<file path="config.mk">
export PLATFORM = sky130hd
export DESIGN_NAME = complementary_tone_pwm_unit
export DESIGN_NICKNAME = d
export VERILOG_FILES = /design/src/rtl/ctp_pkg.sv /design/src/rtl/ctp_ctrl.sv /design/src/rtl/ctp_datapath.sv /design/src/rtl/complementary_tone_pwm_unit.sv
export SDC_FILE = /design/constraint.sdc
export NUM_CORES = 2
export LEC_CHECK = 0
export BUFFER_PORTS_ARGS = -buffer_cell sky130_fd_sc_hd__buf_2
export CAP_MARGIN = 25
export CORE_UTILIZATION = 62
export DETAILED_ROUTE_END_ITERATION = 6
export GPL_TIMING_DRIVEN = 0
export PLACE_DENSITY_LB_ADDON = 0.2
export SLEW_MARGIN = 20
export SYNTH_ARGS = -nofsm -noshare
export SYNTH_HDL_FRONTEND = slang
export SYNTH_SLANG_ARGS = --single-unit
</file>
<file path="constraint.sdc">
create_clock -name clk -period 12 [get_ports clk]
set_input_delay 0.6 -clock clk [delete_from_list [all_inputs] [get_ports clk]]
set_output_delay 0.6 -clock clk [all_outputs]
set_load 0.005 [all_outputs]
</file>
<file path="src/rtl/ctp_pkg.sv">
// ----------------------------------------------------------------------------
// ctp_pkg
// shared constants, command codes and controller/datapath link types for the
// complementary tone pwm unit
// ----------------------------------------------------------------------------
package ctp_pkg;

  // base clock and timer width
  localparam int CLOCK_HZ   = 16000000;
  localparam int COUNT_BITS = 16;

  // field widths
  localparam int FREQ_W  = 16;
  localparam int SHIFT_W = 4;
  localparam int DUTY_W  = 6;
  localparam int PER_W   = 16;
  localparam int PS_W    = 9;
  localparam int CFG_IDX_W  = 3;
  localparam int CFG_DATA_W = 16;

  // prescaler saturates at this shift
  localparam int PS_MAX_SHIFT = 9;

  // duty is given in percent
  localparam int PCT_DIV = 100;

  // period divider sizing, the register also holds the period-duty product
  localparam int CLK_W  = $clog2(CLOCK_HZ + 1);
  localparam int PROD_W = PER_W + DUTY_W;
  localparam int DIV_W  = (CLK_W > PROD_W) ? CLK_W : PROD_W;
  localparam int DVSR_W = FREQ_W + (2 ** SHIFT_W) - 1;
  localparam int DCNT_W = $clog2(DIV_W + 1);

  // percent divide as a reciprocal multiply, exact for every product below 2^PROD_W
  localparam int PCT_RECIP_SHIFT = 29;
  localparam int PCT_RECIP       = (2 ** PCT_RECIP_SHIFT + PCT_DIV - 1) / PCT_DIV;
  localparam int RECIP_W         = $clog2(PCT_RECIP + 1);
  localparam int PPROD_W         = PROD_W + RECIP_W;

  // compare width covers both the timer and the 16-bit compare points
  localparam int CMP_W = (COUNT_BITS > PER_W) ? COUNT_BITS : PER_W;

  // command codes
  typedef enum logic [1:0] {
    CMD_TICK    = 2'd0,
    CMD_TONE_ON = 2'd1,
    CMD_TONE_OFF = 2'd2,
    CMD_NONE    = 2'd3
  } cmd_code_t;

  // configuration register indexes
  typedef enum logic [CFG_IDX_W-1:0] {
    REG_MIN_FREQ     = 3'd0,
    REG_MAX_FREQ     = 3'd1,
    REG_LOW_LIMIT    = 3'd2,
    REG_LOW_SHIFT    = 3'd3,
    REG_NORMAL_SHIFT = 3'd4,
    REG_DUTY         = 3'd5,
    REG_SILENT       = 3'd6,
    REG_UNUSED       = 3'd7
  } cfg_reg_t;

  // controller to datapath commands
  typedef struct packed {
    logic step_cmd;     // run a single-step request and load the result
    logic tone_start;   // latch tone, load divider with the period division
    logic div_step;     // one restoring divider step
    logic period_load;  // saturate quotient into the period
    logic part_start;   // multiply period by duty into the divider register
    logic tone_apply;   // scale by the percent reciprocal, set compares, start timer
  } dp_cmd_t;

  // datapath to controller status
  typedef struct packed {
    logic in_range;   // requested frequency inside min..max
    logic div_last;   // current divider step is the final one
    logic out_free;   // result register can take a new result this cycle
  } dp_status_t;

endpackage

</file>
<file path="src/rtl/ctp_ctrl.sv">
// ----------------------------------------------------------------------------
// ctp_ctrl
// sequencer for the tone generator: takes requests, walks the serial divider
// through the period division, and hands results to the datapath
// ----------------------------------------------------------------------------
module ctp_ctrl (
  input  logic                clk,
  input  logic                rst,
  input  logic                in_valid,
  output logic                in_stall,
  input  logic [1:0]          cmd,
  input  ctp_pkg::dp_status_t status,
  output ctp_pkg::dp_cmd_t    dp_cmd
);

  typedef enum logic [2:0] {
    S_IDLE,
    S_DIV_PERIOD,
    S_PERIOD,
    S_MUL,
    S_APPLY
  } state_t;

  state_t state;
  state_t state_next;
  logic   take;

  // requests are taken only while no tone on is being worked out and with room for the result
  assign in_stall = !((state == S_IDLE) && status.out_free);
  assign take     = in_valid && !in_stall;

  // command decode and next state
  always_comb begin
    state_next = state;
    dp_cmd     = '0;
    case (state)
      S_IDLE: begin
        if (take) begin
          if ((cmd == ctp_pkg::CMD_TONE_ON) && status.in_range) begin
            dp_cmd.tone_start = 1'b1;
            state_next        = S_DIV_PERIOD;
          end else begin
            dp_cmd.step_cmd = 1'b1;
          end
        end
      end
      S_DIV_PERIOD: begin
        dp_cmd.div_step = 1'b1;
        if (status.div_last) begin
          state_next = S_PERIOD;
        end
      end
      S_PERIOD: begin
        dp_cmd.period_load = 1'b1;
        state_next         = S_MUL;
      end
      S_MUL: begin
        dp_cmd.part_start = 1'b1;
        state_next        = S_APPLY;
      end
      S_APPLY: begin
        if (status.out_free) begin
          dp_cmd.tone_apply = 1'b1;
          state_next        = S_IDLE;
        end
      end
      default: begin
        state_next = S_IDLE;
      end
    endcase
  end

  // state register
  always_ff @(posedge clk) begin
    if (rst) begin
      state <= S_IDLE;
    end else begin
      state <= state_next;
    end
  end

endmodule

</file>
<file path="src/rtl/ctp_datapath.sv">
// ----------------------------------------------------------------------------
// ctp_datapath
// configuration registers, scaled timer with compare toggles, serial period
// divider with a reciprocal duty scale, and the result register
// ----------------------------------------------------------------------------
module ctp_datapath (
  input  logic                                clk,
  input  logic                                rst,
  // configuration writes
  input  logic                                cfg_valid,
  input  logic [ctp_pkg::CFG_IDX_W-1:0]       cfg_index,
  input  logic [ctp_pkg::CFG_DATA_W-1:0]      cfg_data,
  // request payload
  input  logic [1:0]                          cmd,
  input  logic [ctp_pkg::FREQ_W-1:0]          freq_hz,
  // controller link
  input  ctp_pkg::dp_cmd_t                    dp_cmd,
  output ctp_pkg::dp_status_t                 status,
  // result channel
  output logic                                out_valid,
  input  logic                                out_stall,
  output logic                                pin_a,
  output logic                                pin_b,
  output logic                                driver_enable,
  output logic                                accepted
);

  // configuration
  logic [ctp_pkg::FREQ_W-1:0]  min_freq;
  logic [ctp_pkg::FREQ_W-1:0]  max_freq;
  logic [ctp_pkg::FREQ_W-1:0]  low_freq_limit;
  logic [ctp_pkg::SHIFT_W-1:0] low_prescale_shift;
  logic [ctp_pkg::SHIFT_W-1:0] normal_prescale_shift;
  logic [ctp_pkg::DUTY_W-1:0]  duty_percent;
  logic                        silent;

  // tone state
  logic                          running;
  logic [ctp_pkg::SHIFT_W-1:0]   prescale_shift;
  logic [ctp_pkg::PS_W-1:0]      prescale_count;
  logic [ctp_pkg::COUNT_BITS-1:0] timer_count;
  logic [ctp_pkg::PER_W-1:0]     period_value;
  logic [ctp_pkg::PER_W-1:0]     compare_a;
  logic [ctp_pkg::PER_W-1:0]     compare_b;
  logic                          level_a;
  logic                          level_b;
  logic                          wake_level;

  logic                          running_next;
  logic [ctp_pkg::PS_W-1:0]      prescale_count_next;
  logic [ctp_pkg::COUNT_BITS-1:0] timer_count_next;
  logic                          level_a_next;
  logic                          level_b_next;
  logic                          wake_level_next;

  // divider
  logic [ctp_pkg::DIV_W-1:0]  div_quo;
  logic [ctp_pkg::DVSR_W-1:0] div_rem;
  logic [ctp_pkg::DVSR_W-1:0] div_dvsr;
  logic [ctp_pkg::DCNT_W-1:0] div_cnt;
  logic [ctp_pkg::DVSR_W:0]   rem_shift;
  logic [ctp_pkg::DVSR_W:0]   rem_diff;
  logic                       quo_bit;

  // tick helpers
  logic [ctp_pkg::SHIFT_W-1:0]    shift_sat;
  logic [ctp_pkg::PS_W-1:0]       ps_limit;
  logic [ctp_pkg::COUNT_BITS-1:0] count_inc;
  logic [ctp_pkg::CMP_W-1:0]      count_cmp;
  logic [ctp_pkg::PER_W-1:0]      end_a;
  logic                           hit_a;
  logic                           hit_b;
  logic                           hit_end;

  // tone-on helpers
  logic                          low_tone;
  logic [ctp_pkg::PER_W-1:0]     period_sat;
  logic [ctp_pkg::PPROD_W-1:0]   part_prod;
  logic [ctp_pkg::PER_W-1:0]     part;
  logic                          out_free;

  // configuration register writes
  always_ff @(posedge clk) begin
    if (rst) begin
      min_freq              <= ctp_pkg::FREQ_W'(20);
      max_freq              <= ctp_pkg::FREQ_W'(20000);
      low_freq_limit        <= ctp_pkg::FREQ_W'(250);
      low_prescale_shift    <= ctp_pkg::SHIFT_W'(4);
      normal_prescale_shift <= '0;
      duty_percent          <= ctp_pkg::DUTY_W'(50);
      silent                <= 1'b0;
    end else if (cfg_valid) begin
      case (cfg_index)
        ctp_pkg::REG_MIN_FREQ:     min_freq <= cfg_data;
        ctp_pkg::REG_MAX_FREQ:     max_freq <= cfg_data;
        ctp_pkg::REG_LOW_LIMIT:    low_freq_limit <= cfg_data;
        ctp_pkg::REG_LOW_SHIFT:    low_prescale_shift <= cfg_data[ctp_pkg::SHIFT_W-1:0];
        ctp_pkg::REG_NORMAL_SHIFT: normal_prescale_shift <= cfg_data[ctp_pkg::SHIFT_W-1:0];
        ctp_pkg::REG_DUTY:         duty_percent <= cfg_data[ctp_pkg::DUTY_W-1:0];
        ctp_pkg::REG_SILENT:       silent <= cfg_data[0];
        default: begin
        end
      endcase
    end
  end

  // range check and tone class of the incoming request
  assign low_tone        = freq_hz < low_freq_limit;
  assign status.in_range = (freq_hz >= min_freq) && (freq_hz <= max_freq);

  // divider step: shift in the next dividend bit, subtract when it fits
  assign rem_shift = {div_rem, div_quo[ctp_pkg::DIV_W-1]};
  assign rem_diff  = rem_shift - {1'b0, div_dvsr};
  assign quo_bit   = rem_shift >= {1'b0, div_dvsr};
  assign status.div_last = div_cnt == ctp_pkg::DCNT_W'(ctp_pkg::DIV_W - 1);

  // zero divisor leaves an all-ones quotient, which saturates like a long period
  assign period_sat = (|div_quo[ctp_pkg::DIV_W-1:ctp_pkg::PER_W]) ?
                      {ctp_pkg::PER_W{1'b1}} : div_quo[ctp_pkg::PER_W-1:0];

  // duty point: period-duty product divided by 100 through its reciprocal
  assign part_prod = ctp_pkg::PPROD_W'(div_quo[ctp_pkg::PROD_W-1:0]) *
                     ctp_pkg::PPROD_W'(ctp_pkg::PCT_RECIP);
  assign part      = part_prod[ctp_pkg::PCT_RECIP_SHIFT +: ctp_pkg::PER_W];

  // prescaler limit and timer compare
  assign shift_sat = (prescale_shift > ctp_pkg::SHIFT_W'(ctp_pkg::PS_MAX_SHIFT)) ?
                     ctp_pkg::SHIFT_W'(ctp_pkg::PS_MAX_SHIFT) : prescale_shift;
  assign ps_limit  = (ctp_pkg::PS_W'(1) << shift_sat) - ctp_pkg::PS_W'(1);
  assign count_inc = timer_count + ctp_pkg::COUNT_BITS'(1);
  assign count_cmp = ctp_pkg::CMP_W'(count_inc);
  assign end_a     = period_value - ctp_pkg::PER_W'(1);
  assign hit_end   = count_cmp == ctp_pkg::CMP_W'(period_value);
  assign hit_a     = (count_cmp == ctp_pkg::CMP_W'(compare_a)) ||
                     (count_cmp == ctp_pkg::CMP_W'(end_a));
  assign hit_b     = (count_cmp == ctp_pkg::CMP_W'(compare_b)) || hit_end;

  // next tone state for the single-step requests and for an applied tone
  always_comb begin
    running_next        = running;
    prescale_count_next = prescale_count;
    timer_count_next    = timer_count;
    level_a_next        = level_a;
    level_b_next        = level_b;
    wake_level_next     = wake_level;
    if (dp_cmd.step_cmd) begin
      case (cmd)
        ctp_pkg::CMD_TICK: begin
          if (running) begin
            if (prescale_count < ps_limit) begin
              prescale_count_next = prescale_count + ctp_pkg::PS_W'(1);
            end else begin
              prescale_count_next = '0;
              timer_count_next    = hit_end ? '0 : count_inc;
              if (hit_a) begin
                level_a_next = !level_a;
              end
              if (hit_b && !silent) begin
                level_b_next = !level_b;
              end
            end
          end
        end
        ctp_pkg::CMD_TONE_OFF: begin
          running_next        = 1'b0;
          prescale_count_next = '0;
          timer_count_next    = '0;
          level_a_next        = 1'b0;
          level_b_next        = 1'b0;
          wake_level_next     = 1'b0;
        end
        default: begin
          // rejected tone on and the unused code leave the state alone
        end
      endcase
    end else if (dp_cmd.tone_apply) begin
      running_next        = 1'b1;
      prescale_count_next = '0;
      timer_count_next    = '0;
      level_a_next        = 1'b0;
      level_b_next        = 1'b1;
      wake_level_next     = 1'b1;
    end
  end

  // tone state registers
  always_ff @(posedge clk) begin
    if (rst) begin
      running        <= 1'b0;
      prescale_shift <= '0;
      prescale_count <= '0;
      timer_count    <= '0;
      period_value   <= '0;
      compare_a      <= '0;
      compare_b      <= '0;
      level_a        <= 1'b0;
      level_b        <= 1'b0;
      wake_level     <= 1'b0;
    end else begin
      running        <= running_next;
      prescale_count <= prescale_count_next;
      timer_count    <= timer_count_next;
      level_a        <= level_a_next;
      level_b        <= level_b_next;
      wake_level     <= wake_level_next;
      if (dp_cmd.tone_start) begin
        prescale_shift <= low_tone ? low_prescale_shift : normal_prescale_shift;
      end
      if (dp_cmd.period_load) begin
        period_value <= period_sat;
      end
      if (dp_cmd.tone_apply) begin
        compare_a <= period_value - part;
        compare_b <= part - ctp_pkg::PER_W'(1);
      end
    end
  end

  // serial period divider, its dividend register then holds the duty product
  always_ff @(posedge clk) begin
    if (dp_cmd.tone_start) begin
      div_quo  <= ctp_pkg::DIV_W'(ctp_pkg::CLOCK_HZ);
      div_rem  <= '0;
      div_cnt  <= '0;
      div_dvsr <= low_tone ? (ctp_pkg::DVSR_W'(freq_hz) << low_prescale_shift) :
                             ctp_pkg::DVSR_W'(freq_hz);
    end else if (dp_cmd.part_start) begin
      div_quo  <= ctp_pkg::DIV_W'(ctp_pkg::PROD_W'(period_value) *
                                  ctp_pkg::PROD_W'(duty_percent));
    end else if (dp_cmd.div_step) begin
      div_quo <= {div_quo[ctp_pkg::DIV_W-2:0], quo_bit};
      div_rem <= quo_bit ? rem_diff[ctp_pkg::DVSR_W-1:0] : rem_shift[ctp_pkg::DVSR_W-1:0];
      div_cnt <= div_cnt + ctp_pkg::DCNT_W'(1);
    end
  end

  // result register
  assign out_free        = !out_valid || !out_stall;
  assign status.out_free = out_free;

  always_ff @(posedge clk) begin
    if (rst) begin
      out_valid <= 1'b0;
    end else if (dp_cmd.step_cmd || dp_cmd.tone_apply) begin
      out_valid <= 1'b1;
    end else if (!out_stall) begin
      out_valid <= 1'b0;
    end
  end

  always_ff @(posedge clk) begin
    if (dp_cmd.step_cmd || dp_cmd.tone_apply) begin
      pin_a         <= level_a_next;
      pin_b         <= level_b_next;
      driver_enable <= wake_level_next;
      accepted      <= dp_cmd.tone_apply;
    end
  end

endmodule

</file>
<file path="src/rtl/complementary_tone_pwm_unit.sv">
// ----------------------------------------------------------------------------
// complementary_tone_pwm_unit
// tone generator driving two complementary bridge pins from a prescaled timer
// ----------------------------------------------------------------------------
// channel   direction  handshake             payload
// in        sink       in_valid / in_stall   cmd, freq_hz
// out       source     out_valid / out_stall pin_a, pin_b, driver_enable, accepted
// cfg       sink       cfg_valid / cfg_ready cfg_index, cfg_data
//
// tick, tone off, rejected tone on: a new request each cycle while the result side keeps up
// accepted tone on: the restoring divider forms the period, then the period is
//   loaded, scaled by duty and applied; the duty point is one reciprocal multiply
// synchronous reset clears the tone state and restores register defaults
// a stalled result holds and stalls the request side until it drains
// ----------------------------------------------------------------------------
module complementary_tone_pwm_unit (
  input  logic                           clk,
  input  logic                           rst,
  // request channel
  input  logic                           in_valid,
  output logic                           in_stall,
  input  logic [1:0]                     cmd,
  input  logic [ctp_pkg::FREQ_W-1:0]     freq_hz,
  // result channel
  output logic                           out_valid,
  input  logic                           out_stall,
  output logic                           pin_a,
  output logic                           pin_b,
  output logic                           driver_enable,
  output logic                           accepted,
  // configuration channel
  input  logic                           cfg_valid,
  output logic                           cfg_ready,
  input  logic [ctp_pkg::CFG_IDX_W-1:0]  cfg_index,
  input  logic [ctp_pkg::CFG_DATA_W-1:0] cfg_data
);

  ctp_pkg::dp_cmd_t    dp_cmd;
  ctp_pkg::dp_status_t status;

  // register writes are never held off
  assign cfg_ready = 1'b1;

  // sequencer
  ctp_ctrl u_ctrl (
    .clk      (clk),
    .rst      (rst),
    .in_valid (in_valid),
    .in_stall (in_stall),
    .cmd      (cmd),
    .status   (status),
    .dp_cmd   (dp_cmd)
  );

  // timer, divider and result register
  ctp_datapath u_dp (
    .clk           (clk),
    .rst           (rst),
    .cfg_valid     (cfg_valid && cfg_ready),
    .cfg_index     (cfg_index),
    .cfg_data      (cfg_data),
    .cmd           (cmd),
    .freq_hz       (freq_hz),
    .dp_cmd        (dp_cmd),
    .status        (status),
    .out_valid     (out_valid),
    .out_stall     (out_stall),
    .pin_a         (pin_a),
    .pin_b         (pin_b),
    .driver_enable (driver_enable),
    .accepted      (accepted)
  );

endmodule

</file>
==> implementation parameters <==
Parameter                              Value

Timing
  Actual transition at the worst max-transition pin    995 ps
  Worst-case hold slack    271 ps
  Worst rel slew slack    0.332
  Final WS setup    2110 ps
  Unrepaired setup endpoints after global routing    false
  Final-report max-slew violation count    0
  Clk_skew    40.8 ps
  Total setup violations reported at the end of the flow    0
  Period utilization    0.824
  Final hold violation count    0
  Achievable frequency    101 MHz
  Final Critical Period    9890 ps
  Setup tns final    0 ps

Die
  Die Span X    212 microns
  Std cell rows    76
  Area of the core region    43200 sq um
  Initial standard-cell utilization of the core    0.631
  Die Span Y    212 microns
  Top-level I/O count    49
  Area of the die    44800 sq um

Logic synthesis
  Most area-consuming cells after synthesis    sky130_fd_sc_hd__fa_1 (17%), sky130_fd_sc_hd__ha_1 (17%), sky130_fd_sc_hd__dfxtp_1 (15%)
  Average size of a mapped cell    8.60 sq um
  Total standard cell area after synthesis    27200 sq um
  Largest area contributor in the netlist    sky130_fd_sc_hd__fa_1
  Compound-gate portion of the synthesized area    0.142
  Simple logic cell fraction of the synthesized area    0.140
  Proportion of synthesized chip area in sequential cells    0.192
  Area share of fa/ha/maj cells after synthesis    0.348
  Synth cell types    90
  Leading register cell type out of synthesis    sky130_fd_sc_hd__dfxtp_1
  Post-synth net total    3820
  Combinational family with the most area after synthesis    adder cells
  YS warnings    0
  Number of synthesized flops with an enable pin    35
  Number of synthesized register bits    243
  Area share of the largest cell type after synthesis    0.174
  Cells after synthesis    3168
  Xor/xnor cell area share of the yosys netlist    0.0578
  Async S/R FF share, synth    0
  Multiplexer share of the synthesized area    0.0323

Routing
  Count of nets left with antenna violations after detail routing    0
  Vias after detailed routing    22911
  Average wire per standard cell    19.5 microns
  Post-route DRC    0
  Final routed wirelength across all metal layers    75.1 mm
  Detail-routed via count per cell    5.94
  Iteration-0 DRC count of the detailed router    1827
  Number of iterations in the first detailed-routing pass    6

Clocking
  Buffers inserted during post-CTS setup optimization    0
  # hold bufs at CTS    0
  Latest clock arrival within the worst-skew pair    600 ps
  Inserted Clock Buffers    29
  Clock buffer depth    3
  PostCTS Resize Cnt    0
  TritonCTS clock tree    built
  CTS HTree Levels    1
  Number of sinks driven by the clock tree    243
  Clk slew on worst S/H paths    60 ps
  Master cell of the clock root buffer    sky130_fd_sc_hd__clkbuf_16

Job
  Maximum capacitance violations    0

Cells and area
  Diodes inserted    0
  P&R area growth vs syn    7.59%
  Final Net Count    3900
  Fraction of layout cells with a size suffix above 1    0.0434
  Most common cell after layout, fill and taps aside    sky130_fd_sc_hd__inv_1
  Leading cell types in the layout, fill and taps excluded    sky130_fd_sc_hd__inv_1 (507), sky130_fd_sc_hd__ha_1 (373), sky130_fd_sc_hd__nand2_1 (323)
  Core occupancy in the finished layout    0.679
  Filler Cell Count    3531

GRT
  Grt total ovfl    0
  Antenna violations before repair    1
  All-Layer GR Usage    0.339
  Vias in the first global route    23067
  First-pass GRT wire length    119 mm
  Pin count of the biggest net entering global routing    36

Setup path
  Worst path slowest cell    sky130_fd_sc_hd__dfxtp_1
  Worst-path maximum fanout    11
  Worst path most repeated cell    sky130_fd_sc_hd__fa_1
  Critical path capture point type    register
  CP max stage delay    860 ps
  Gate family responsible for the most delay along the worst path    adder cells
  Startpoint class of the critical path    register
  Category of the critical setup timing path    register to register
  Arrival time at the worst endpoint    10380 ps
  Worst path bufs/invs    4
  WP data required    12490 ps

Placed design
  Gp weighted congestion    0.941
  Number of buffer cells added on primary ports    47
  HPWL after DPL    60.2 mm
  Worst setup slack before clock tree synthesis    2240 ps

Run status
  Outcome    finished clean

Worst hold path
  Class of the tightest hold or removal check    input port to register
==> synth_stat cells, types with 62 or more instances <==
cell and instances:
sky130_fd_sc_hd__inv_1 507, sky130_fd_sc_hd__ha_1 373, sky130_fd_sc_hd__nand2_1 323, sky130_fd_sc_hd__fa_1 237, sky130_fd_sc_hd__dfxtp_1 208, sky130_fd_sc_hd__nor2_1 200, sky130_fd_sc_hd__a21oi_1 187, sky130_fd_sc_hd__o21ai_0 116
sky130_fd_sc_hd__clkbuf_1 115, sky130_fd_sc_hd__xnor2_1 79, sky130_fd_sc_hd__mux2i_1 71, sky130_fd_sc_hd__a21o_1 68, sky130_fd_sc_hd__xor2_1 62
==> stage by stage <==
step	cells	instance area [sq um]
after floorplan	3168	27200
after global placement	3800	28200
after detailed placement	3801	28200
after CTS	3855	29300
after global routing	3856	29300
final	3856	29300
==> area by class of cell <==
cell class | count | area [sq um] | area share
Timing Repair Buffer | 49 | 260 | 0.00888
Inverter | 511 | 1920 | 0.0655
Tap cell | 585 | 732 | 0.0250
Clock inverter | 20 | 307 | 0.0105
Multi-Input combinational cell | 2284 | 19600 | 0.669
Clock buffer | 34 | 764 | 0.0261
Sequential cell | 243 | 5220 | 0.178
Buffer | 130 | 498 | 0.0170
==> sequential cells by signal (all words and copies together), names as in the netlist, 4 cells and up <==
signal                      count
u_dp.compare_a                 16
u_dp.compare_b                 16
u_dp.div_cnt                    5
u_dp.div_dvsr                  31
u_dp.div_quo                   24
u_dp.div_rem                   31
u_dp.duty_percent               6
u_dp.low_freq_limit            16
u_dp.low_prescale_shift         4
u_dp.max_freq                  16
u_dp.min_freq                  16
u_dp.normal_prescale_shift      4
u_dp.period_value              16
u_dp.prescale_count             9
u_dp.prescale_shift             4
u_dp.timer_count               16
==> path summary, 6_finish.rpt <==
| check | startpoint | to | slack, ps | cells past startpoint |
|---|---|---|---|---|
| max | u_dp.div_quo[10] | u_dp.compare_a[13] | 2110 | 35 |
| min | cmd[1] | u_dp.running | 270 | 2 |
| max reg2reg | u_dp.div_quo[10] | u_dp.compare_a[13] | 2110 | 35 |
| min reg2reg | u_dp.low_freq_limit[15] | u_dp.low_freq_limit[15] | 450 | 2 |
==> logic make-up (layout without fill, tap and decap cells) <==
logic type / count (synthesis) / in the layout
buf+inv: 641 / 744
other cells: 1 / 1
xor+xnor: 157 / 157
fa+ha+maj: 615 / 615
flops: 243 / 243
mux: 82 / 82
simple gates: 825 / 825
compound gates: 604 / 604
==> layer usage <==
layer  GRT usage  part of all wire
met1       0.447              0.42
met2       0.552              0.46
met3      0.0546             0.081
met4       0.142             0.046
met5           0           0.00017
Power is left out: the tool's default activity adds up to more than one toggle a clock period on the data nets, which glitch-free logic cannot reach.
